===== src/hdl/kmd_pkg.sv =====
// ----------------------------------------------------------------------------
// KLV metadata deframer package
// Shared widths, kind and phase codes, and the queue push record.
// ----------------------------------------------------------------------------
`default_nettype none

package kmd_pkg;

    localparam int MAX_DEPTH = 8;
    localparam int LVL_W     = 3;   // index of one stack level
    localparam int NEST_W    = 4;   // count of open levels, 0..MAX_DEPTH
    localparam int QUEUE_DEPTH = 4;
    localparam int QPTR_W    = 2;
    localparam int QCNT_W    = 3;

    typedef logic [2:0] kind_t;

    localparam kind_t K_HDR      = 3'd0;
    localparam kind_t K_HDR_DONE = 3'd1;
    localparam kind_t K_PAYLOAD  = 3'd2;
    localparam kind_t K_PAD      = 3'd3;
    localparam kind_t K_END      = 3'd4;
    localparam kind_t K_DISCARD  = 3'd5;
    localparam kind_t K_ERROR    = 3'd6;

    localparam logic [2:0] PH_HEADER  = 3'd0;
    localparam logic [2:0] PH_PAYLOAD = 3'd1;
    localparam logic [2:0] PH_PAD     = 3'd2;
    localparam logic [2:0] PH_SKIP    = 3'd3;
    localparam logic [2:0] PH_DISCARD = 3'd4;

    localparam logic [7:0] T_CHAR  = 8'h63;  // 'c'
    localparam logic [7:0] T_UBYTE = 8'h42;  // 'B'
    localparam logic [7:0] T_ULONG = 8'h4C;  // 'L'
    localparam logic [7:0] T_SLONG = 8'h6C;  // 'l'
    localparam logic [7:0] T_FLOAT = 8'h46;  // 'F'

    typedef struct packed {
        logic  valid;
        kind_t kind;
    } kmd_push_t;

endpackage

`default_nettype wire


===== src/hdl/kmd_front.sv =====
// ----------------------------------------------------------------------------
// KLV metadata deframer front end
// One byte per cycle unless the queue is full; the header/level parser classifies it.
// ----------------------------------------------------------------------------
`default_nettype none

module kmd_front (
    input  wire logic               aclk,
    input  wire logic               aresetn,
    input  wire logic               cfg_wen,
    input  wire logic [31:0]        cfg_wdata,
    input  wire logic               in_valid,
    input  wire logic [7:0]         in_byte,
    input  wire logic               q_full,
    output logic                    in_ready,
    output kmd_pkg::kmd_push_t      push
);
    import kmd_pkg::*;

    logic [31:0]       lvl_reg  [MAX_DEPTH];
    logic [31:0]       lvl_next [MAX_DEPTH];
    logic [MAX_DEPTH-1:0] zero_reg, zero_next;
    logic [NEST_W-1:0] nest_reg, nest_next;
    logic [31:0]       hdr_reg, hdr_next;
    logic [2:0]        cnt_reg, cnt_next;
    logic [24:0]       pay_reg, pay_next;
    logic [1:0]        pad_reg, pad_next;
    logic [2:0]        phase_reg, phase_next;

    logic              take;
    kind_t             kind;
    logic [LVL_W-1:0]  top;
    logic [NEST_W-1:0] top_wide;
    logic [31:0]       rem;
    logic [31:0]       shifted;
    logic [7:0]        h_type, h_size;
    logic [15:0]       h_rep;
    logic [23:0]       total;
    logic [31:0]       clip;
    logic              over;
    logic [31:0]       left;
    logic [1:0]        pad_calc;
    logic [1:0]        pad_fit;
    logic              pad_over;
    logic              leaf;
    logic [24:0]       dec_pay;
    logic [1:0]        dec_pad;
    logic [NEST_W-1:0] pop_nest;

    assign in_ready = !q_full;
    assign take     = in_valid && in_ready;

    assign top_wide = nest_reg - NEST_W'(1);
    assign top      = top_wide[LVL_W-1:0];
    assign rem      = lvl_reg[top] - 32'd1;
    assign shifted  = {hdr_reg[23:0], in_byte};
    assign h_type   = shifted[31:24];
    assign h_size   = shifted[23:16];
    assign h_rep    = shifted[15:0];
    assign total    = h_size * h_rep;
    assign over     = {8'd0, total} > rem;
    assign clip     = over ? rem : {8'd0, total};
    assign left     = rem - clip;
    assign pad_calc = 2'd0 - total[1:0];
    assign pad_over = {30'd0, pad_calc} > left;
    assign pad_fit  = pad_over ? left[1:0] : pad_calc;
    assign leaf     = (h_type == T_CHAR) || (h_type == T_UBYTE) || (h_type == T_ULONG)
                   || (h_type == T_SLONG) || (h_type == T_FLOAT);
    assign dec_pay  = (pay_reg != 25'd0) ? pay_reg - 25'd1 : 25'd0;
    assign dec_pad  = (pad_reg != 2'd0) ? pad_reg - 2'd1 : 2'd0;

    // find the highest open parent that still holds bytes
    always_comb begin
        pop_nest = '0;
        for (int j = 0; j < MAX_DEPTH; j++) begin
            if ((LVL_W'(j) < top) && !zero_reg[j]) begin
                pop_nest = NEST_W'(j + 1);
            end
        end
    end

    // parse one byte
    always_comb begin
        for (int i = 0; i < MAX_DEPTH; i++) lvl_next[i] = lvl_reg[i];
        zero_next  = zero_reg;
        nest_next  = nest_reg;
        hdr_next   = hdr_reg;
        cnt_next   = cnt_reg;
        pay_next   = pay_reg;
        pad_next   = pad_reg;
        phase_next = phase_reg;
        kind       = K_DISCARD;

        if (take && nest_reg != '0) begin
            lvl_next[top]  = rem;
            zero_next[top] = (rem == 32'd0);
            unique case (phase_reg)
                PH_HEADER: begin
                    hdr_next = shifted;
                    if (cnt_reg == 3'd3 && shifted == 32'd0) begin
                        cnt_next   = '0;
                        hdr_next   = '0;
                        phase_next = PH_DISCARD;
                        kind       = K_END;
                    end else if (cnt_reg == 3'd7) begin
                        cnt_next = '0;
                        kind     = over ? K_ERROR : K_HDR_DONE;
                        if (h_type == 8'd0) begin
                            if (nest_reg >= NEST_W'(MAX_DEPTH)) begin
                                pay_next   = clip[24:0];
                                phase_next = (clip != 32'd0) ? PH_SKIP : PH_HEADER;
                                kind       = K_ERROR;
                            end else begin
                                if (clip != 32'd0) begin
                                    lvl_next[top]        = left;
                                    zero_next[top]       = (left == 32'd0);
                                    lvl_next[top + 1'b1]  = clip;
                                    zero_next[top + 1'b1] = 1'b0;
                                    nest_next            = nest_reg + NEST_W'(1);
                                end
                                phase_next = PH_HEADER;
                            end
                        end else begin
                            if (pad_over) kind = K_ERROR;
                            if (leaf) begin
                                pay_next   = clip[24:0];
                                pad_next   = pad_fit;
                                phase_next = (clip != 32'd0) ? PH_PAYLOAD
                                           : ((pad_fit != 2'd0) ? PH_PAD : PH_HEADER);
                            end else begin
                                pay_next   = clip[24:0] + {23'd0, pad_fit};
                                pad_next   = '0;
                                phase_next = (pay_next != 25'd0) ? PH_SKIP : PH_HEADER;
                            end
                        end
                    end else begin
                        cnt_next = cnt_reg + 3'd1;
                        kind     = K_HDR;
                    end
                end
                PH_PAYLOAD: begin
                    kind     = K_PAYLOAD;
                    pay_next = dec_pay;
                    if (dec_pay == 25'd0) begin
                        phase_next = (pad_reg != 2'd0) ? PH_PAD : PH_HEADER;
                    end
                end
                PH_PAD: begin
                    kind     = K_PAD;
                    pad_next = dec_pad;
                    if (dec_pad == 2'd0) phase_next = PH_HEADER;
                end
                PH_SKIP: begin
                    kind     = K_DISCARD;
                    pay_next = dec_pay;
                    if (dec_pay == 25'd0) phase_next = PH_HEADER;
                end
                default: begin
                    kind = K_DISCARD;
                end
            endcase

            // close the emptied level and any emptied parents
            if (rem == 32'd0) begin
                nest_next  = pop_nest;
                phase_next = PH_HEADER;
                cnt_next   = '0;
                hdr_next   = '0;
                pay_next   = '0;
                pad_next   = '0;
            end
        end
    end

    assign push.valid = take;
    assign push.kind  = kind;

    // update parser state
    always_ff @(posedge aclk) begin
        if (!aresetn) begin
            for (int i = 0; i < MAX_DEPTH; i++) lvl_reg[i] <= '0;
            zero_reg  <= '1;
            nest_reg  <= '0;
            hdr_reg   <= '0;
            cnt_reg   <= '0;
            pay_reg   <= '0;
            pad_reg   <= '0;
            phase_reg <= PH_HEADER;
        end else if (cfg_wen) begin
            for (int i = 1; i < MAX_DEPTH; i++) lvl_reg[i] <= '0;
            lvl_reg[0] <= cfg_wdata;
            zero_reg   <= {{(MAX_DEPTH-1){1'b1}}, (cfg_wdata == 32'd0)};
            nest_reg   <= (cfg_wdata != 32'd0) ? NEST_W'(1) : '0;
            hdr_reg    <= '0;
            cnt_reg    <= '0;
            pay_reg    <= '0;
            pad_reg    <= '0;
            phase_reg  <= PH_HEADER;
        end else begin
            for (int i = 0; i < MAX_DEPTH; i++) lvl_reg[i] <= lvl_next[i];
            zero_reg  <= zero_next;
            nest_reg  <= nest_next;
            hdr_reg   <= hdr_next;
            cnt_reg   <= cnt_next;
            pay_reg   <= pay_next;
            pad_reg   <= pad_next;
            phase_reg <= phase_next;
        end
    end

endmodule

`default_nettype wire


===== src/hdl/kmd_queue.sv =====
// ----------------------------------------------------------------------------
// KLV metadata deframer kind queue
// Small FIFO of classified kinds between the parser and the output stage.
// ----------------------------------------------------------------------------
`default_nettype none

module kmd_queue (
    input  wire logic               aclk,
    input  wire logic               aresetn,
    input  wire kmd_pkg::kmd_push_t push,
    input  wire logic               pop,
    output logic                    full,
    output logic                    q_valid,
    output kmd_pkg::kind_t          q_kind
);
    import kmd_pkg::*;

    kind_t             mem_reg [QUEUE_DEPTH];
    logic [QPTR_W-1:0] wr_reg, rd_reg;
    logic [QCNT_W-1:0] cnt_reg, cnt_next;
    logic              do_pop;

    assign full    = (cnt_reg == QCNT_W'(QUEUE_DEPTH));
    assign q_valid = (cnt_reg != '0);
    assign q_kind  = mem_reg[rd_reg];
    assign do_pop  = pop && q_valid;

    always_comb begin
        cnt_next = cnt_reg;
        if (push.valid && !do_pop) cnt_next = cnt_reg + QCNT_W'(1);
        if (!push.valid && do_pop) cnt_next = cnt_reg - QCNT_W'(1);
    end

    // write entries
    always_ff @(posedge aclk) begin
        if (push.valid) mem_reg[wr_reg] <= push.kind;
    end

    // advance pointers
    always_ff @(posedge aclk) begin
        if (!aresetn) begin
            wr_reg  <= '0;
            rd_reg  <= '0;
            cnt_reg <= '0;
        end else begin
            if (push.valid) wr_reg <= wr_reg + QPTR_W'(1);
            if (do_pop)     rd_reg <= rd_reg + QPTR_W'(1);
            cnt_reg <= cnt_next;
        end
    end

endmodule

`default_nettype wire


===== src/hdl/kmd_back.sv =====
// ----------------------------------------------------------------------------
// KLV metadata deframer output stage
// Registers one kind at a time onto the result stream.
// ----------------------------------------------------------------------------
`default_nettype none

module kmd_back (
    input  wire logic               aclk,
    input  wire logic               aresetn,
    input  wire logic               q_valid,
    input  wire kmd_pkg::kind_t     q_kind,
    output logic                    pop,
    output logic                    out_valid,
    output kmd_pkg::kind_t          out_kind,
    input  wire logic               out_ready
);
    import kmd_pkg::*;

    logic  valid_reg;
    kind_t kind_reg;
    logic  load;

    assign load      = !valid_reg || out_ready;
    assign pop       = load && q_valid;
    assign out_valid = valid_reg;
    assign out_kind  = kind_reg;

    // hold while stalled, refill when taken
    always_ff @(posedge aclk) begin
        if (!aresetn) begin
            valid_reg <= 1'b0;
        end else if (load) begin
            valid_reg <= q_valid;
        end
    end

    always_ff @(posedge aclk) begin
        if (pop) kind_reg <= q_kind;
    end

endmodule

`default_nettype wire


===== src/hdl/klv_metadata_deframer.sv =====
// ----------------------------------------------------------------------------
// KLV metadata deframer
// Tags each byte of a key-length-value metadata atom with its role.
// ----------------------------------------------------------------------------
// channel   dir  handshake          payload
// s_axis    in   s_tvalid/s_tready  s_tdata[7:0] in_byte
// m_axis    out  m_tvalid/m_tready  m_tdata[2:0] kind, [7:3] zero
// cfg       in   cfg_wen            cfg_wdata[31:0] atom_length
//
// One byte per cycle unless the queue is full; the parser updates the level
// stack top in the cycle the byte is taken, and its kind leaves via the queue
// and then the output register. A four-entry queue and an output register
// decouple the sides, so output stalls only back up into s_tready once the queue
// is full. aresetn clears all control state; writing cfg restarts parsing.
// ----------------------------------------------------------------------------
`default_nettype none

module klv_metadata_deframer (
    input  wire logic        aclk,
    input  wire logic        aresetn,
    input  wire logic        cfg_wen,
    input  wire logic [31:0] cfg_wdata,   // atom_length
    input  wire logic        s_tvalid,
    output logic             s_tready,
    input  wire logic [7:0]  s_tdata,     // [7:0] in_byte
    output logic             m_tvalid,
    input  wire logic        m_tready,
    output logic [7:0]       m_tdata      // [2:0] kind, [7:3] zero
);
    import kmd_pkg::*;

    kmd_push_t push;
    logic      q_full;
    logic      q_valid;
    kind_t     q_kind;
    logic      pop;
    kind_t     out_kind;

    kmd_front u_front (
        .aclk      (aclk),
        .aresetn   (aresetn),
        .cfg_wen   (cfg_wen),
        .cfg_wdata (cfg_wdata),
        .in_valid  (s_tvalid),
        .in_byte   (s_tdata),
        .q_full    (q_full),
        .in_ready  (s_tready),
        .push      (push)
    );

    kmd_queue u_queue (
        .aclk    (aclk),
        .aresetn (aresetn),
        .push    (push),
        .pop     (pop),
        .full    (q_full),
        .q_valid (q_valid),
        .q_kind  (q_kind)
    );

    kmd_back u_back (
        .aclk      (aclk),
        .aresetn   (aresetn),
        .q_valid   (q_valid),
        .q_kind    (q_kind),
        .pop       (pop),
        .out_valid (m_tvalid),
        .out_kind  (out_kind),
        .out_ready (m_tready)
    );

    assign m_tdata = {5'd0, out_kind};

endmodule

`default_nettype wire


===== config.mk =====
export PLATFORM = sky130hd
export DESIGN_NAME = klv_metadata_deframer
export DESIGN_NICKNAME = d
export VERILOG_FILES = /design/src/hdl/kmd_pkg.sv /design/src/hdl/kmd_front.sv /design/src/hdl/kmd_queue.sv /design/src/hdl/kmd_back.sv /design/src/hdl/klv_metadata_deframer.sv
export SDC_FILE = /design/constraint.sdc
export NUM_CORES = 2
export LEC_CHECK = 0
export ABC_CLOCK_PERIOD_IN_PS = 13300
export BUFFER_PORTS_ARGS = -buffer_cell sky130_fd_sc_hd__buf_2
export CAP_MARGIN = 20
export CORE_MARGIN = 5
export CORE_UTILIZATION = 53
export CTS_CLUSTER_SIZE = 16
export DETAILED_ROUTE_END_ITERATION = 16
export PLACE_DENSITY = 0.72
export SYNTH_ARGS = -nofsm -noshare
export SYNTH_HDL_FRONTEND = slang
export SYNTH_SLANG_ARGS = --single-unit

===== constraint.sdc =====
create_clock -name aclk -period 13.3 [get_ports aclk]
set_input_delay 0.665 -clock aclk [delete_from_list [all_inputs] [get_ports aclk]]
set_output_delay 0.665 -clock aclk [all_outputs]
set_load 0.005 [all_outputs]

==> impl_metrics.csv <==
group,metric,value,unit
timing,highest_clock_rate,0.0781,GHz
yosys,synth.distinct_cells,118,
setup_path,timing.critical_path.from,"u_front.hdr_reg[10]$_SDFFE_PN0P_",
power_and_ir_drop,leakage,0.0146,uW
power_and_ir_drop,share_comb_of_total_power,54.4,%
setup_path,crit_buf_inv,7,
yosys,synthesized_flop_and_latch_total,347,
setup_path,r2r-start,"u_front.hdr_reg[10]$_SDFFE_PN0P_",
placement,port_buffers,49,
cts,clock-root-buffer,"sky130_fd_sc_hd__clkbuf_16",
routing,vias,36300,
yosys,synth_common_cells,"sky130_fd_sc_hd__nand2_1, sky130_fd_sc_hd__nor2_1, sky130_fd_sc_hd__o21ai_0",
cells_and_area,fin_area,37700,um^2
setup_path,path_common_cell,"sky130_fd_sc_hd__buf_4",
setup_path,critical_path_arrival,13.31,ns
cells_and_area,post_route_cells_drive_above_1_share,13.8,%
yosys,postSynth.asyncResetShare,0,%
timing,slew_viol_final,0,
timing,slew_headroom,17.9,%
cells_and_area,finalNonFillerCells,5318,
floorplanning,placeableCoreArea,63300,um^2
timing,final_hold_viol_count,0,
timing,finalCritPeriodShare,96.3,%
cts,clock_latency,0.62,ns
floorplanning,total_i_o_pin_count,55,
yosys,synthesis.yosys.warnings,0,
grt,pin_count_of_the_biggest_net_entering_global_routing,141,
power_and_ir_drop,power_density,148,nW/um^2
yosys,syn-instance-count,4443,
timing,timing.clock.skew,0.0450,ns
job,maxCapViolations,0,
power_and_ir_drop,power.switching_fraction,47.6,%
yosys,top_cells_by_area_synth,"sky130_fd_sc_hd__edfxtp_1, sky130_fd_sc_hd__dfxtp_1, sky130_fd_sc_hd__o21ai_0",
setup_path,timing.critical_path.from_type,"flip-flop",
placement,dp.final_hpwl,99300,um
placement,placed_cells_incl_taps,5228,
floorplanning,fp.dieArea,69300,um^2
setup_path,crit_required,13.80,ns
power_and_ir_drop,p_clk_share,22.1,%
routing,postRouteAntennaNets,0,
setup_path,cpPeakStageDelay,0.60,ns
yosys,postSynth.topFlopCell,"sky130_fd_sc_hd__edfxtp_1",
cts,h-tree-depth,2,
timing,period_minus_slack,12.80,ns
cells_and_area,antenna_cells_inserted,0,
grt,grt_antenna_before_repair,3,
yosys,synth_edf_count,207,
power_and_ir_drop,vdd_ir_drop_max,98.3,uV
cells_and_area,largest_register_ffs,256,
setup_path,crit_path_max_fanout,12,
grt,grt_usage,38.9,%
routing,post_drt_wl_per_cell,26.7,um
grt,grt_first_pass_wirelength,211000,um
floorplanning,fp.dieW,263,um
setup_path,r2r_slack,0.50,ns
yosys,yosysMostFrequentCell,"sky130_fd_sc_hd__nand2_1",
cells_and_area,final_util,59.6,%
routing,drcViolationCount,0,
yosys,synth_sequential_area_ratio,26.5,%
floorplanning,placementRows,92,
setup_path,worstSetupEndpointType,"flip-flop",
cts,clock_tree.buffer_depth,3,
power_and_ir_drop,seqPwrFrac,23.6,%
yosys,synth_top_area_cell,"sky130_fd_sc_hd__edfxtp_1",
setup_path,crit_slowest_cell,"sky130_fd_sc_hd__or4_1",
yosys,synthDominantCellAreaShare,18.3,%
timing,setup_viol,0,
cells_and_area,num-nets-final,4660,
run_status,outcome,"completed",
routing,routed_wirelength,142000,um
timing,worst_slew_pin_tran,1.23,ns
worst_hold_path,timing.hold.worst.start,"m_tready",
timing,hold_slack,0.357,ns
routing,drtPass1Iterations,8,
grt,grt_pass1_vias,33600,
power_and_ir_drop,p_switching,2660,uW
routing,via_per_inst,6.83,
cts,clock_sink_count,347,
cells_and_area,synthToLayoutAreaGrowth,11.0,%
floorplanning,initial_utilization,53.7,%
yosys,synthesized_area_per_cell,7.65,um^2
worst_hold_path,hold_class,"input port to flip-flop",
cts,clock_transition_at_the_registers_of_the_reported_paths,0.06,ns
placement,detailed_place.area,36000,um^2
placement,gp_congestion,1.08,
yosys,post_synthesis_instance_area,34000,um^2
routing,initialDrtViolationCount,5056,
grt,globalRouteOverflowTotal,0,
setup_path,crit_family,"adder cells",
floorplanning,floorplan.die.height,263,um
cts,cts_tree,"yes",
setup_path,setup.worst_path.class,"flip-flop to flip-flop",
cts,numCtsBuffers,43,
power_and_ir_drop,internal_power,2930,uW
final cells by class:
type                       count  area (um^2)
fill                        5902        25600
sequential                   347         9040
inverter                     156          586
clock buffer                  60         1230
multi-input combinational   3550        23200
timing repair buffer         341         2490
clock inverter                18          191
tap                          846         1060
power groups by stage:
stage	combinational, uW	sequential (uW)	clock, uW
4_1_cts	2870	1310	1240
3_3_place_gp	2870	1330	0
6_report	3040	1320	1230
5_1_grt	3160	1330	1280
2_1_floorplan	1730	1320	0
3_5_place_dp	2860	1340	0
worst min-delay path: cells and delay by family:
kind                   cells  cell delay [ns]
buffers and inverters      2             0.11
AOI/OAI and AO/OA          1             0.06
and+or+nand+nor            1             0.05
path summary, 6_finish.rpt:
check | end | cells after the start
setup / recovery | u_front.phase_reg[1]$_SDFFE_PN0P_ | 55
hold / removal | u_back.out_valid$_SDFFE_PN0N_ | 4
setup reg to reg | u_front.phase_reg[1]$_SDFFE_PN0P_ | 55
hold reg to reg | u_front.hdr_reg[20]$_SDFFE_PN0P_ | 2
through the flow:
| step | setup TNS [ns] | setup WS, ns | total power [uW] |
|---|---|---|---|
| 2_1_floorplan | 0 | 0.500 | 3040 |
| 3_3_place_gp | -0.0555 | -0.0555 | 4200 |
| 3_5_place_dp | -0.214 | -0.148 | 4190 |
| 4_1_cts | 0 | 0.0308 | 5420 |
| 5_1_grt | -0.0751 | -0.0433 | 5770 |
| 6_report | 0 | 0.496 | 5590 |
routing by layer:
metal	share of wire, %	GRT usage, %
met5	0.018	0
met4	6.4	19.6
met3	14	11.2
met2	42	57.4
met1	38	52.4
kinds of logic (layout without fill, tap and decap cells):
group / after synthesis / count (layout) / share of synthesized area [%]
adders and majority gates: 187 / 187 / 8.72
AOI/OAI and AO/OA: 1407 / 1407 / 25.6
buffers and inverters: 550 / 575 / 6.72
and+or+nand+nor: 1668 / 1668 / 22.8
other: 1 / 5 / 0.0110
muxes: 145 / 145 / 5.67
xor gates and xnor gates: 138 / 138 / 3.93
DFF: 347 / 347 / 26.5
timing repair:
action	CTS	global route
gates resized for setup	0	62
endpoints found under the hold margin	0	0
setup buffers	0	11
endpoints found under the setup margin	0	20
hold buffers	0	0
layout by cell type, fill, tap and decap left out, types with 38 or more instances in the layout:
master / synthesis / routed
sky130_fd_sc_hd__o22ai_1: 38 / 38
sky130_fd_sc_hd__inv_1: 147 / 145
sky130_fd_sc_hd__mux2i_1: 98 / 97
sky130_fd_sc_hd__ha_1: 89 / 83
sky130_fd_sc_hd__nor2_1: 497 / 485
sky130_fd_sc_hd__nor3_1: 129 / 127
sky130_fd_sc_hd__buf_4: 14 / 287
sky130_fd_sc_hd__a21oi_1: 403 / 392
sky130_fd_sc_hd__o211ai_1: 82 / 82
sky130_fd_sc_hd__and2_1: 127 / 126
sky130_fd_sc_hd__a31oi_1: 47 / 46
sky130_fd_sc_hd__dfxtp_1: 140 / 131
sky130_fd_sc_hd__xor2_1: 39 / 38
sky130_fd_sc_hd__nor4_1: 41 / 38
sky130_fd_sc_hd__nand3_1: 117 / 116
sky130_fd_sc_hd__edfxtp_1: 207 / 207
sky130_fd_sc_hd__nand2_1: 537 / 525
sky130_fd_sc_hd__buf_2: 38 / 49
sky130_fd_sc_hd__o21ai_0: 412 / 403
sky130_fd_sc_hd__a211oi_1: 143 / 142
sky130_fd_sc_hd__clkbuf_16: 0 / 43
sky130_fd_sc_hd__xnor2_1: 87 / 84
sky130_fd_sc_hd__fa_1: 87 / 84
Power figures use the tool's default switching activity.
